### config.mk
export PLATFORM = sky130hd
export DESIGN_NAME = murmur_hash_64a_flat
export DESIGN_NICKNAME = d
export VERILOG_FILES = /design/src/hw/rtl/mh64_pkg.sv /design/src/hw/rtl/mh64_if.sv /design/src/hw/rtl/mh64_mul.sv /design/src/hw/rtl/murmur_hash_64a.sv /design/src/flat_wrapper.sv
export VERILOG_INCLUDE_DIRS = /design/src /design/src/hw/rtl
export SDC_FILE = /design/constraint.sdc
export NUM_CORES = 2
export LEC_CHECK = 0
export BUFFER_PORTS_ARGS = -buffer_cell sky130_fd_sc_hd__buf_2
export CAP_MARGIN = 20
export CORE_MARGIN = 8
export CORE_UTILIZATION = 35
export CTS_CLUSTER_SIZE = 16
export DETAILED_ROUTE_END_ITERATION = 16
export GPL_ROUTABILITY_DRIVEN = 0
export PLACE_DENSITY = 0.47
export SETUP_SLACK_MARGIN = 0.3
export SYNTH_ARGS = -nofsm -noshare
export SYNTH_HDL_FRONTEND = slang
export SYNTH_SLANG_ARGS = --single-unit
### constraint.sdc
create_clock -name clk -period 20.4 [get_ports clk]
set_input_delay 2.04 -clock clk [delete_from_list [all_inputs] [get_ports clk]]
set_output_delay 2.04 -clock clk [all_outputs]
set_load 0.05 [all_outputs]
### src/hw/rtl/assert_macros.svh
// assertion macros for the rtl files, included by murmur_hash_64a
`ifndef ASSERT_MACROS_SVH
`define ASSERT_MACROS_SVH

// checked at every rising clk edge, muted while arst_n is low
`define ASSERT_CLK(label, prop, msg) \
	label: assert property (@(posedge clk) disable iff (!arst_n) prop) else $error(msg);

// checked at every rising clk edge, reset included
`define ASSERT_ALWAYS(label, prop, msg) \
	label: assert property (@(posedge clk) prop) else $error(msg);

`endif

### src/hw/rtl/mh64_pkg.sv
// shared types and constants of the murmur 64a hasher
`default_nettype none
package mh64_pkg;

	localparam int unsigned WORD_W  = 64;
	localparam int unsigned HALF_W  = 32;
	localparam int unsigned BYTES_W = 4;
	localparam int unsigned LEN_W   = 32;
	localparam int unsigned MIX_SHIFT = 47;

	localparam logic [WORD_W-1:0] MIX_MUL = 64'hc6a4_a793_5bd1_e995;

	// request to the shared multiplier, product = operand * MIX_MUL mod 2^64
	typedef struct packed {
		logic              start;
		logic [WORD_W-1:0] operand;
	} mh64_mul_req_t;

	typedef struct packed {
		logic              busy;
		logic              done;
		logic [WORD_W-1:0] product;
	} mh64_mul_rsp_t;

	// x ^ (x >> 47)
	function automatic logic [WORD_W-1:0] xor_shift(input logic [WORD_W-1:0] x);
		return x ^ (x >> MIX_SHIFT);
	endfunction

endpackage
`default_nettype wire

### src/hw/rtl/mh64_if.sv
// valid/ready channel interfaces for message words and hash results
`default_nettype none
interface mh64_msg_if;
	import mh64_pkg::*;

	logic               valid;
	logic               ready;
	logic [WORD_W-1:0]  data_word;
	logic [BYTES_W-1:0] word_bytes;
	logic               first_word;
	logic               last_word;
	logic [LEN_W-1:0]   total_length;

	modport source (output valid, data_word, word_bytes, first_word, last_word,
		total_length, input ready);
	modport sink (input valid, data_word, word_bytes, first_word, last_word,
		total_length, output ready);
endinterface

interface mh64_hash_if;
	import mh64_pkg::*;

	logic              valid;
	logic              ready;
	logic [WORD_W-1:0] hash_value;

	modport source (output valid, hash_value, input ready);
	modport sink (input valid, hash_value, output ready);
endinterface
`default_nettype wire

### src/hw/rtl/mh64_mul.sv
// iterative 64x64 low-half multiplier by the mix constant, one 32x32 multiply per cycle
`default_nettype none
module mh64_mul (
	input  wire logic                  clk,
	input  wire logic                  arst_n,
	input  wire mh64_pkg::mh64_mul_req_t req,
	output mh64_pkg::mh64_mul_rsp_t    rsp
);
	import mh64_pkg::*;

	localparam logic [1:0] STEP_LAST = 2'd3;

	logic              busy_q;
	logic              done_q;
	logic [1:0]        step_q;
	logic [WORD_W-1:0] a_q;
	logic [WORD_W-1:0] acc_q;
	logic [WORD_W-1:0] prod_s1;
	logic [HALF_W-1:0] mul_x;
	logic [HALF_W-1:0] mul_y;

	// partial products: lo*lo, lo*hi, hi*lo; hi*hi falls off the top
	always_comb begin
		case (step_q)
			2'd0: begin
				mul_x = a_q[HALF_W-1:0];
				mul_y = MIX_MUL[HALF_W-1:0];
			end
			2'd1: begin
				mul_x = a_q[HALF_W-1:0];
				mul_y = MIX_MUL[WORD_W-1:HALF_W];
			end
			default: begin
				mul_x = a_q[WORD_W-1:HALF_W];
				mul_y = MIX_MUL[HALF_W-1:0];
			end
		endcase
	end

	always_ff @(posedge clk or negedge arst_n) begin
		if (!arst_n) begin
			busy_q <= 1'b0;
			done_q <= 1'b0;
			step_q <= 2'd0;
		end else begin
			done_q <= busy_q && (step_q == STEP_LAST);
			if (req.start && !busy_q) begin
				busy_q <= 1'b1;
				step_q <= 2'd0;
			end else if (busy_q) begin
				step_q <= step_q + 2'd1;
				if (step_q == STEP_LAST)
					busy_q <= 1'b0;
			end
		end
	end

	always_ff @(posedge clk) begin
		if (req.start && !busy_q)
			a_q <= req.operand;
		prod_s1 <= {{HALF_W{1'b0}}, mul_x} * {{HALF_W{1'b0}}, mul_y};
		if (busy_q) begin
			if (step_q == 2'd1)
				acc_q <= prod_s1;
			else if (step_q != 2'd0)
				acc_q <= acc_q + {prod_s1[HALF_W-1:0], {HALF_W{1'b0}}};
		end
	end

	assign rsp.busy    = busy_q;
	assign rsp.done    = done_q;
	assign rsp.product = acc_q;

endmodule
`default_nettype wire

### src/hw/rtl/murmur_hash_64a.sv
// murmur hash 64a top level: word sequencer around the shared multiplier
//
// channel   dir  beat contents
// msg       in   data_word, word_bytes, first_word, last_word, total_length
// hash      out  hash_value
// cfg       in   cfg_we / cfg_wdata write the seed, no read-back
//
// every 64-bit multiply is done in steps on the one 32x32 multiplier
// (issue, three partial products, final add, hand-back)
// a full word costs three multiplies, a tail word one,
// a first word adds one for the length term, a last word one for the avalanche
// msg.ready is high only while the sequencer is idle; a finished hash waits in
// the output register, so the next word is taken while the hash is unread
// reset clears the sequencer, the open-message flag, the seed and the output valid
`default_nettype none
module murmur_hash_64a (
	input  wire logic                   clk,
	input  wire logic                   arst_n,
	input  wire logic                   cfg_we,
	input  wire logic [63:0]            cfg_wdata,
	mh64_msg_if.sink                    msg,
	mh64_hash_if.source                 hash
);
	import mh64_pkg::*;

	// sequencer codes
	localparam logic [3:0] S_IDLE = 4'd0;
	localparam logic [3:0] S_INIT = 4'd1; // len * M
	localparam logic [3:0] S_DISP = 4'd2; // choose path by byte count
	localparam logic [3:0] S_MIXA = 4'd3; // k * M
	localparam logic [3:0] S_MIXB = 4'd4; // (k ^ k>>47) * M
	localparam logic [3:0] S_FOLD = 4'd5; // (h ^ k) * M
	localparam logic [3:0] S_TAIL = 4'd6; // (h ^ masked tail) * M
	localparam logic [3:0] S_AVAL = 4'd7; // (h ^ h>>47) * M
	localparam logic [3:0] S_FIN  = 4'd8; // last xor-shift into output register

	logic [3:0]         state_q;
	logic               issued_q;
	logic               in_msg_q;
	logic [WORD_W-1:0]  seed_q;
	logic [WORD_W-1:0]  h_q;
	logic [WORD_W-1:0]  k_q;
	logic [WORD_W-1:0]  word_q;
	logic [LEN_W-1:0]   len_q;
	logic [BYTES_W-1:0] nbytes_q;
	logic               last_q;
	logic               hash_vld_q;
	logic [WORD_W-1:0]  hash_q;

	logic               accept;
	logic               mul_state;
	logic               out_free;
	logic [WORD_W-1:0]  tail_mask;
	logic [BYTES_W-1:0] nbytes_in;
	mh64_mul_req_t      mul_req;
	mh64_mul_rsp_t      mul_rsp;

	assign msg.ready = (state_q == S_IDLE);
	assign accept    = msg.valid && msg.ready;

	// byte counts of eight and up mean a full word
	assign nbytes_in = msg.word_bytes[BYTES_W-1] ? BYTES_W'(8) : msg.word_bytes;

	// keep the low nbytes bytes of a tail word (1..7 here)
	assign tail_mask = ~({WORD_W{1'b1}} << {nbytes_q[2:0], 3'b000});

	assign mul_state = (state_q == S_INIT) || (state_q == S_MIXA) || (state_q == S_MIXB)
		|| (state_q == S_FOLD) || (state_q == S_TAIL) || (state_q == S_AVAL);

	// operand for the multiply of the current step
	always_comb begin
		mul_req.start = mul_state && !issued_q;
		case (state_q)
			S_INIT:  mul_req.operand = {{(WORD_W-LEN_W){1'b0}}, len_q};
			S_MIXA:  mul_req.operand = word_q;
			S_MIXB:  mul_req.operand = xor_shift(k_q);
			S_FOLD:  mul_req.operand = h_q ^ k_q;
			S_TAIL:  mul_req.operand = h_q ^ (word_q & tail_mask);
			default: mul_req.operand = xor_shift(h_q);
		endcase
	end

	mh64_mul u_mul (
		.clk    (clk),
		.arst_n (arst_n),
		.req    (mul_req),
		.rsp    (mul_rsp)
	);

	assign out_free = !hash_vld_q || hash.ready;

	// control
	always_ff @(posedge clk or negedge arst_n) begin
		if (!arst_n) begin
			state_q    <= S_IDLE;
			issued_q   <= 1'b0;
			in_msg_q   <= 1'b0;
			seed_q     <= '0;
			hash_vld_q <= 1'b0;
		end else begin
			if (cfg_we)
				seed_q <= cfg_wdata;
			// a new hash may replace one that leaves on this edge
			if ((state_q == S_FIN) && out_free)
				hash_vld_q <= 1'b1;
			else if (hash_vld_q && hash.ready)
				hash_vld_q <= 1'b0;
			if (mul_req.start)
				issued_q <= 1'b1;
			else if (mul_rsp.done)
				issued_q <= 1'b0;

			case (state_q)
				S_IDLE: begin
					// a word without first_word while no message is open is dropped
					if (accept && (msg.first_word || in_msg_q)) begin
						in_msg_q <= !msg.last_word;
						state_q  <= msg.first_word ? S_INIT : S_DISP;
					end
				end
				S_INIT: if (mul_rsp.done) state_q <= S_DISP;
				S_DISP: begin
					if (nbytes_q == BYTES_W'(8))
						state_q <= S_MIXA;
					else if (nbytes_q != '0)
						state_q <= S_TAIL;
					else
						state_q <= last_q ? S_AVAL : S_IDLE;
				end
				S_MIXA: if (mul_rsp.done) state_q <= S_MIXB;
				S_MIXB: if (mul_rsp.done) state_q <= S_FOLD;
				S_FOLD, S_TAIL: begin
					if (mul_rsp.done)
						state_q <= last_q ? S_AVAL : S_IDLE;
				end
				S_AVAL: if (mul_rsp.done) state_q <= S_FIN;
				S_FIN: begin
					// wait here while an older hash still sits unread
					if (out_free)
						state_q <= S_IDLE;
				end
				default: state_q <= S_IDLE;
			endcase
		end
	end

	// payload
	always_ff @(posedge clk) begin
		if (accept) begin
			word_q   <= msg.data_word;
			nbytes_q <= nbytes_in;
			last_q   <= msg.last_word;
			len_q    <= msg.total_length;
		end
		if (mul_rsp.done) begin
			case (state_q)
				S_INIT:         h_q <= seed_q ^ mul_rsp.product;
				S_MIXA, S_MIXB: k_q <= mul_rsp.product;
				default:        h_q <= mul_rsp.product;
			endcase
		end
		if ((state_q == S_FIN) && out_free)
			hash_q <= xor_shift(h_q);
	end

	assign hash.valid      = hash_vld_q;
	assign hash.hash_value = hash_q;

`include "assert_macros.svh"

	// the multiplier only hands back a product to a step that asked for one
	`ASSERT_CLK(a_done_in_mul_state, mul_rsp.done |-> (mul_state && issued_q), "stray product")
	// a first word always starts with the length multiply
	`ASSERT_CLK(a_first_to_init, (accept && msg.first_word) |=> (state_q == S_INIT), "no init")
	// a finished hash is loaded whenever the output slot frees up
	`ASSERT_CLK(a_fin_loads, ((state_q == S_FIN) && out_free) |=> hash.valid, "hash not loaded")
	// no multiply is started while the unit is still working
	`ASSERT_CLK(a_no_overlap, !(mul_req.start && mul_rsp.busy), "multiplier overrun")

endmodule
`default_nettype wire
### src/flat_wrapper.sv
// flat-port wrapper written by rule: the top's interface ports become plain ports
module murmur_hash_64a_flat import mh64_pkg::*;
  (clk, arst_n, cfg_we, cfg_wdata, msg_valid, msg_data_word, msg_word_bytes, msg_first_word, msg_last_word, msg_total_length, msg_ready, hash_valid, hash_hash_value, hash_ready);
  mh64_msg_if msg_i ();
  mh64_hash_if hash_i ();
  input  wire logic clk;
  input  wire logic arst_n;
  input  wire logic cfg_we;
  input  wire logic [63:0] cfg_wdata;
  input wire logic [$bits(msg_i.valid)-1:0] msg_valid;
  input wire logic [$bits(msg_i.data_word)-1:0] msg_data_word;
  input wire logic [$bits(msg_i.word_bytes)-1:0] msg_word_bytes;
  input wire logic [$bits(msg_i.first_word)-1:0] msg_first_word;
  input wire logic [$bits(msg_i.last_word)-1:0] msg_last_word;
  input wire logic [$bits(msg_i.total_length)-1:0] msg_total_length;
  output wire logic [$bits(msg_i.ready)-1:0] msg_ready;
  output wire logic [$bits(hash_i.valid)-1:0] hash_valid;
  output wire logic [$bits(hash_i.hash_value)-1:0] hash_hash_value;
  input wire logic [$bits(hash_i.ready)-1:0] hash_ready;
  assign msg_i.valid = msg_valid;
  assign msg_i.data_word = msg_data_word;
  assign msg_i.word_bytes = msg_word_bytes;
  assign msg_i.first_word = msg_first_word;
  assign msg_i.last_word = msg_last_word;
  assign msg_i.total_length = msg_total_length;
  assign msg_ready = msg_i.ready;
  assign hash_valid = hash_i.valid;
  assign hash_hash_value = hash_i.hash_value;
  assign hash_i.ready = hash_ready;
  murmur_hash_64a u_core (.clk(clk), .arst_n(arst_n), .cfg_we(cfg_we), .cfg_wdata(cfg_wdata), .msg(msg_i), .hash(hash_i));
endmodule
# [After elaboration in Yosys (flattened, before gate mapping)]
# Cells that the tools add are included.
[op_classes] add_sub_neg=2 multipliers=1 eq_ne=18 shifts=1 mux=28 bitwise=8 reduce_logical=34
[op_table] cell="case mux 64 bit (5 select lines)" n=1
[op_table] cell="XOR 64 bit" n=3
[op_table] cell="2-to-1 mux 64 bit" n=2
[op_table] cell="case mux 64 bit (2 select lines)" n=1
[op_table] cell="XOR 64 x 17 -> 64 bit" n=2
[op_table] cell="adder 64 bit" n=1
[op_table] cell="bitwise AND 64 bit" n=1
[op_table] cell="multiplier 32 x 32 -> 64 bit" n=1
[op_table] cell="2-to-1 mux 32 bit" n=2
[op_table] cell="NOT 64 bit" n=1
[op_table] cell="<< shifter 64 x 6 -> 64 bit (first input constant)" n=1
[op_table] cell="2-to-1 mux 4 bit" n=10
[op_table] cell="case mux 4 bit (8 select lines)" n=1
[op_table] cell="equality test 4 x 3 -> 1 bit (second input constant)" n=4
[op_table] cell="!= test 2 bit (second input constant)" n=6
[op_table] cell="nonzero test 2 bit" n=5
[op_table] cell="equality test 4 x 2 -> 1 bit (second input constant)" n=2
[op_table] cell="equality test 4 bit (second input constant)" n=2
[op_table] cell="AND reduction 2 bit" n=4
[op_table] cell="logical AND 1 bit" n=7
[op_table] cell="logical OR 1 bit" n=7
[op_table] cell="2-to-1 mux 1 bit" n=7
[op_table] cell="AND reduction 7 bit" n=1
[op_table] cell="2-to-1 mux 2 bit" n=3
[op_table] cell="other kinds (12)" n=17
[word_totals] regBits=560 input_bits=171 output_inout_bits=66 word_cells=111

# [Longest topological paths before layout]
[depth] depth_word=9 ltp_mapped=37 depth_no_buf=34

# [Hierarchy]
# From an unflattened synthesis, not the netlist that was laid out.
[unflattened] cells_unflattened=4301 hier_area_um2=48507.8
[by_module_without_submodules] module="mh64_mul" n_inst=1 cells_each=3112 area_each_um2=32401.1 seq_area_each_um2=5225.0
[by_module_without_submodules] module="murmur_hash_64a" n_inst=1 cells_each=1189 area_each_um2=16106.7 seq_area_each_um2=10575.1

# [Least setup slack after synthesis]
# No wires, ideal clock.
[synth_timing] path_type="reg2reg" start="register u_core.u_mul.step_q[0]" end="register u_core.u_mul.prod_s1[47]" setup_ps=126 t_arrival_ps=8666 required_ps=20274 path_slack_ps=11608 stages_incl_launch_ff=35 path_buffers=4 period_less_slack_ps=8792 cell_sequence="dfrtp_1 -> ha_1 -> buf_2 -> nor2_1 -> buf_2 -> buf_2 -> mux2i_1 -> inv_1 -> nand2_1 -> inv_1 -> ha_1 -> fa_1 -> fa_1 -> inv_1 -> fa_1 -> inv_1 -> fa_1 -> inv_1 -> fa_1 -> inv_1 -> fa_1 -> inv_1 -> fa_1 -> inv_1 -> ha_1 -> buf_2 -> nand4_1 -> or2_0 -> or4_1 -> o211ai_2 -> a21oi_2 -> o31ai_4 -> nand2b_1 -> nor2b_1 -> xnor2_1"
[synth_via] elab_chain_len=4 word_cells_on_any_way=6 classes_between="mul: 1; eq/ne: 1; mux: 2; reduce/logical: 2"
[synth_rtl] item="from (decl)" line_no="mh64_mul.sv:15" source="logic [1:0] step_q;"
[synth_rtl] item="from (signal assigned)" line_no="mh64_mul.sv:51" source="step_q <= step_q + 2'd1;"
[synth_rtl] item="equality test 2 x 1 -> 1 bit or zero test 2 bit (tied branches)" line_no="mh64_mul.sv:24" source="case (step_q)"
[synth_rtl] item="OR reduction 2 bit (no line)"
[synth_rtl] item="2-to-1 mux 32 bit" line_no="mh64_mul.sv:24"
[synth_rtl] item="multiplier 32 x 32 -> 64 bit (*)" line_no="mh64_mul.sv:61" source="prod_s1 <= {{HALF_W{1'b0}}, mul_x} * {{HALF_W{1'b0}}, mul_y};"
[synth_rtl] item="to (signal assigned)" line_no="mh64_mul.sv:61"
[synth_rtl] item="to (decl)" line_no="mh64_mul.sv:18" source="logic [WORD_W-1:0] prod_s1;"
# Mark *: on every way between the ends. The rest lies on a longest branch, timed or not.
# A chain may end at the register's enable or synchronous reset.

# [Final worst setup path]
[layout_timing] start="register u_core.u_mul.step_q[0]" end="register u_core.u_mul.prod_s1[63]"
# Same word-level chain as after synthesis.

==> metrics.md <==
| Metric | Value |
|---|---|
| Layout cells sized above 1 | 0.107 |
| Setup Slack @ Placement | 9930 ps |
| Vias per cell | 5.10 |
| Kind of end point of the critical path | flip-flop |
| EDFF count, synth | 421 |
| CP max-delay cell | sky130_fd_sc_hd__mux2i_1 |
| Final hold slack | 454 ps |
| Largest net degree at the start of global routing | 66 |
| Post-cts resize count | 0 |
| Post-layout nets | 5605 |
| Die area | 148000 sq um |
| Antenna violations before repair | 6 |
| Area of the core | 135000 sq um |
| Synth Instances | 4194 |
| Achievable Freq | 95.1 MHz |
| Overall overflow remaining after global route | 0 |
| Arrival time reported for the critical path endpoint | 11050 ps |
| Number of violations reported at the end of detailed-routing iteration 0 | 2636 |
| Cell seen most often among critical-path stages | sky130_fd_sc_hd__fa_1 |
| Maximum capacitance violations | 0 |
| Setup slack after layout | 9880 ps |
| Via count of the first global-routing pass | 33800 |
| Post-CTS Hold Buffers | 0 |
| Area Overhead vs Synth | 10.8% |
| Global-route total usage across every layer | 0.219 |
| Met3 wire length | 8090 um |
| Synth cell types | 80 |
| I/O pins | 237 |
| Slew margin rel. | 0.276 |
| CTS HTree Levels | 2 |
| Clock transition at the registers of the reported paths | 60 ps |
| Cell taking the most area after synthesis | sky130_fd_sc_hd__edfxtp_1 |
| M1 WL | 72100 um |
| Count of TritonRoute iterations in the first routing pass | 6 |
| Clock Skews | 59.8 ps |
| Final setup viols | 0 |
| Residual antenna-violating net count after detailed routing | 0 |
| Detail Placement HPWL | 134000 um |
| Worst setup path category | reg2reg |
| Synthesized flop and latch total | 560 |
| Fraction of registers with async set or reset after synthesis | 0.134 |
| Most area-consuming cells after synthesis | sky130_fd_sc_hd__edfxtp_1 27%, sky130_fd_sc_hd__fa_1 26%, sky130_fd_sc_hd__ha_1 11% |
| Slew Limit Fails | 0 |
| Sequential fraction of the synthesis area | 0.332 |
| Clock insertion delay at the later pin of the skew report | 650 ps |
| Area fraction of the dominant cell type after synthesis | 0.266 |
| Met2 Routed Length | 76800 um |
| CTS tree | done |
| Type of the most critical hold path | reg2reg |
| Fraction of the cycle the final worst path needs | 0.516 |
| RSZ-0062 raised after global routing | no |
| Root buf cell | sky130_fd_sc_hd__clkbuf_16 |
| Synth warnings | 0 |
| Hold depth | 0 |
| Sum of routed wire length over all layers | 162000 um |
| DR WL/cell | 26.2 um |
| Port Buffer Count | 236 |
| Clock Tree Buf Depth | 3 |
| Number of sinks handled by clock tree synthesis | 560 |
| Time the worst path needs with I/O delays and setup | 10520 ps |
| DIE HEIGHT | 384 um |
| Peak fanout along the critical path | 49 |
| Highest metal used | met4 |
| Data required time at the worst endpoint | 20930 ps |
| Max stage delay on crit path | 840 ps |
| Cell Area, Synth | 47500 sq um |
| Number of endpoints with negative hold slack in the final report | 0 |
| Result of the run | completed |
| Most used flip-flop cell after synthesis | sky130_fd_sc_hd__edfxtp_1 |
| Global-route wire length before repair | 237000 um |
| Std-Cell Rows | 135 |
| Worst Tran Pin Value | 1060 ps |
| Combined area of the multi-input logic cells | 28100 sq um |
| Buffers inserted during post-CTS setup optimization | 0 |
| Cells on worst reg2reg path | 29 |
| Initial core utilization | 0.352 |
| Startpoint kind of the worst setup timing path | flip-flop |
| Setup TNS Final | 0 ps |
| Average footprint of a synthesized cell | 11.3 sq um |
| Register area | 15800 sq um |
| Die Span X | 384 um |
| Number of design rule violations left after detail routing | 0 |
| Total CTS buffers | 55 |
| Filler Cells Inserted | 13200 |
| Vias after detailed routing | 31600 |
[path summary, 6_finish.rpt]
kind                       slack [ps]              startpoint                    endpoint
min in group asynchronous        1350                  arst_n            u_core.seed_q[7]
min reg2reg                       450          u_core.h_q[32]  u_core.hash.hash_value[32]
max                              9880  u_core.u_mul.step_q[0]    u_core.u_mul.prod_s1[63]
max in group asynchronous       17900                  arst_n           u_core.seed_q[29]
min                               450          u_core.h_q[32]  u_core.hash.hash_value[32]
max reg2reg                      9880  u_core.u_mul.step_q[0]    u_core.u_mul.prod_s1[63]
[synthesized netlist by cell type (4+ instances only)]
cell                       count
sky130_fd_sc_hd__o211ai_1     14
sky130_fd_sc_hd__o21ai_1       6
sky130_fd_sc_hd__inv_1       852
sky130_fd_sc_hd__o31ai_1       9
sky130_fd_sc_hd__mux2_2       67
sky130_fd_sc_hd__a211oi_1     13
sky130_fd_sc_hd__nand3_1      43
sky130_fd_sc_hd__nand2b_1     13
sky130_fd_sc_hd__nor3b_1       5
sky130_fd_sc_hd__a21o_1       52
sky130_fd_sc_hd__dfrtp_1      75
sky130_fd_sc_hd__nand2_1     273
sky130_fd_sc_hd__a21boi_0      4
sky130_fd_sc_hd__o21ai_0     146
sky130_fd_sc_hd__nor3_1       16
sky130_fd_sc_hd__o311ai_0     24
sky130_fd_sc_hd__mux2i_1      35
sky130_fd_sc_hd__clkbuf_1    115
sky130_fd_sc_hd__ha_1        430
sky130_fd_sc_hd__xnor2_1     143
sky130_fd_sc_hd__nand4_1      30
sky130_fd_sc_hd__and3_1       37
sky130_fd_sc_hd__or4_1         4
sky130_fd_sc_hd__buf_2        11
sky130_fd_sc_hd__or2_2        14
sky130_fd_sc_hd__and2_1       67
sky130_fd_sc_hd__nor2_1      111
sky130_fd_sc_hd__xor2_1       64
sky130_fd_sc_hd__a222oi_1     22
sky130_fd_sc_hd__nor2b_1      14
sky130_fd_sc_hd__buf_1        13
sky130_fd_sc_hd__a21oi_1     155
sky130_fd_sc_hd__o21bai_1     18
sky130_fd_sc_hd__a31oi_1      12
sky130_fd_sc_hd__dfxtp_1      64
sky130_fd_sc_hd__edfxtp_1    421
sky130_fd_sc_hd__o21a_1       10
sky130_fd_sc_hd__or3_1        11
sky130_fd_sc_hd__a221oi_1      7
sky130_fd_sc_hd__a22oi_1      76
sky130_fd_sc_hd__and2_0       11
sky130_fd_sc_hd__fa_1        627
sky130_fd_sc_hd__o22ai_1       7
[stage by stage]
stage | cell area, sq um | util | instances
4_1_cts | 52700 | 0.390 | 6204
2_1_floorplan | 47500 | - | 4197
6_report | 52700 | 0.390 | 6206
3_5_place_dp | 50700 | 0.375 | 6100
5_1_grt | 52700 | 0.390 | 6205
3_3_place_gp | 50700 | 0.375 | 6100
[layout by cell type, fill, tap and decap left out, drive strengths merged, types with 111 or more instances in the layout]
cell type / count
xnor2: 143
inv: 855
o21ai: 154
fa: 627
buf: 265
nor2: 111
ha: 430
edfxtp: 421
a21oi: 158
nand2: 274
[area by class of cell]
cell class / count / area share
diodes: 1 / 0.0000475
clock buffers: 84 / 0.0319
clock inverters: 20 / 0.00489
inverters: 854 / 0.0608
multi-input cells: 2641 / 0.533
flip-flops and latches: 560 / 0.300
well taps: 1781 / 0.0423
repair buffers: 265 / 0.0270
[per-layer routing]
metal | track usage | vias up
li1 | - | 14200
met1 | 0.303 | 16400
met2 | 0.358 | 931
met3 | 0.0287 | 188
met4 | 0.0629 | 0
met5 | 0 | -
[worst max-delay path, delay by kind of cell (launching register included)]
kind | cells | cell delay (ps)
mux | 2 | 1060
flops | 1 | 440
compound gates | 5 | 1270
fa+ha+maj | 10 | 4780
simple gates | 5 | 1130
buf+inv | 7 | 1680
[flip-flops by register name, summed over array words and instances, names as in the netlist]
name                    flops
u_core.u_mul.step_q         2
u_core.word_q              64
u_core.last_q               1
u_core.hash.valid           1
u_core.u_mul.a_q           64
u_core.in_msg_q             1
u_core.u_mul.done_q         1
u_core.seed_q              64
u_core.u_mul.acc_q         64
u_core.h_q                 64
u_core.state_q              4
u_core.issued_q             1
u_core.hash.hash_value     64
u_core.u_mul.prod_s1       64
u_core.nbytes_q             4
u_core.len_q               32
u_core.u_mul.busy_q         1
u_core.k_q                 64
[logic make-up (layout without fill, tap and decap cells)]
family,after synthesis,in the layout,synth area share
fa+ha+maj,1057,1057,0.377
other cells,2,6,0.000158
xor+xnor,207,207,0.0381
buf+inv,996,1223,0.0791
mux,102,102,0.0232
simple gates,660,660,0.0657
compound gates,610,610,0.0839
flops,560,560,0.332
Power is not shown: default switching activity piles up to over one toggle a cycle in this logic, so the estimate is an artifact.
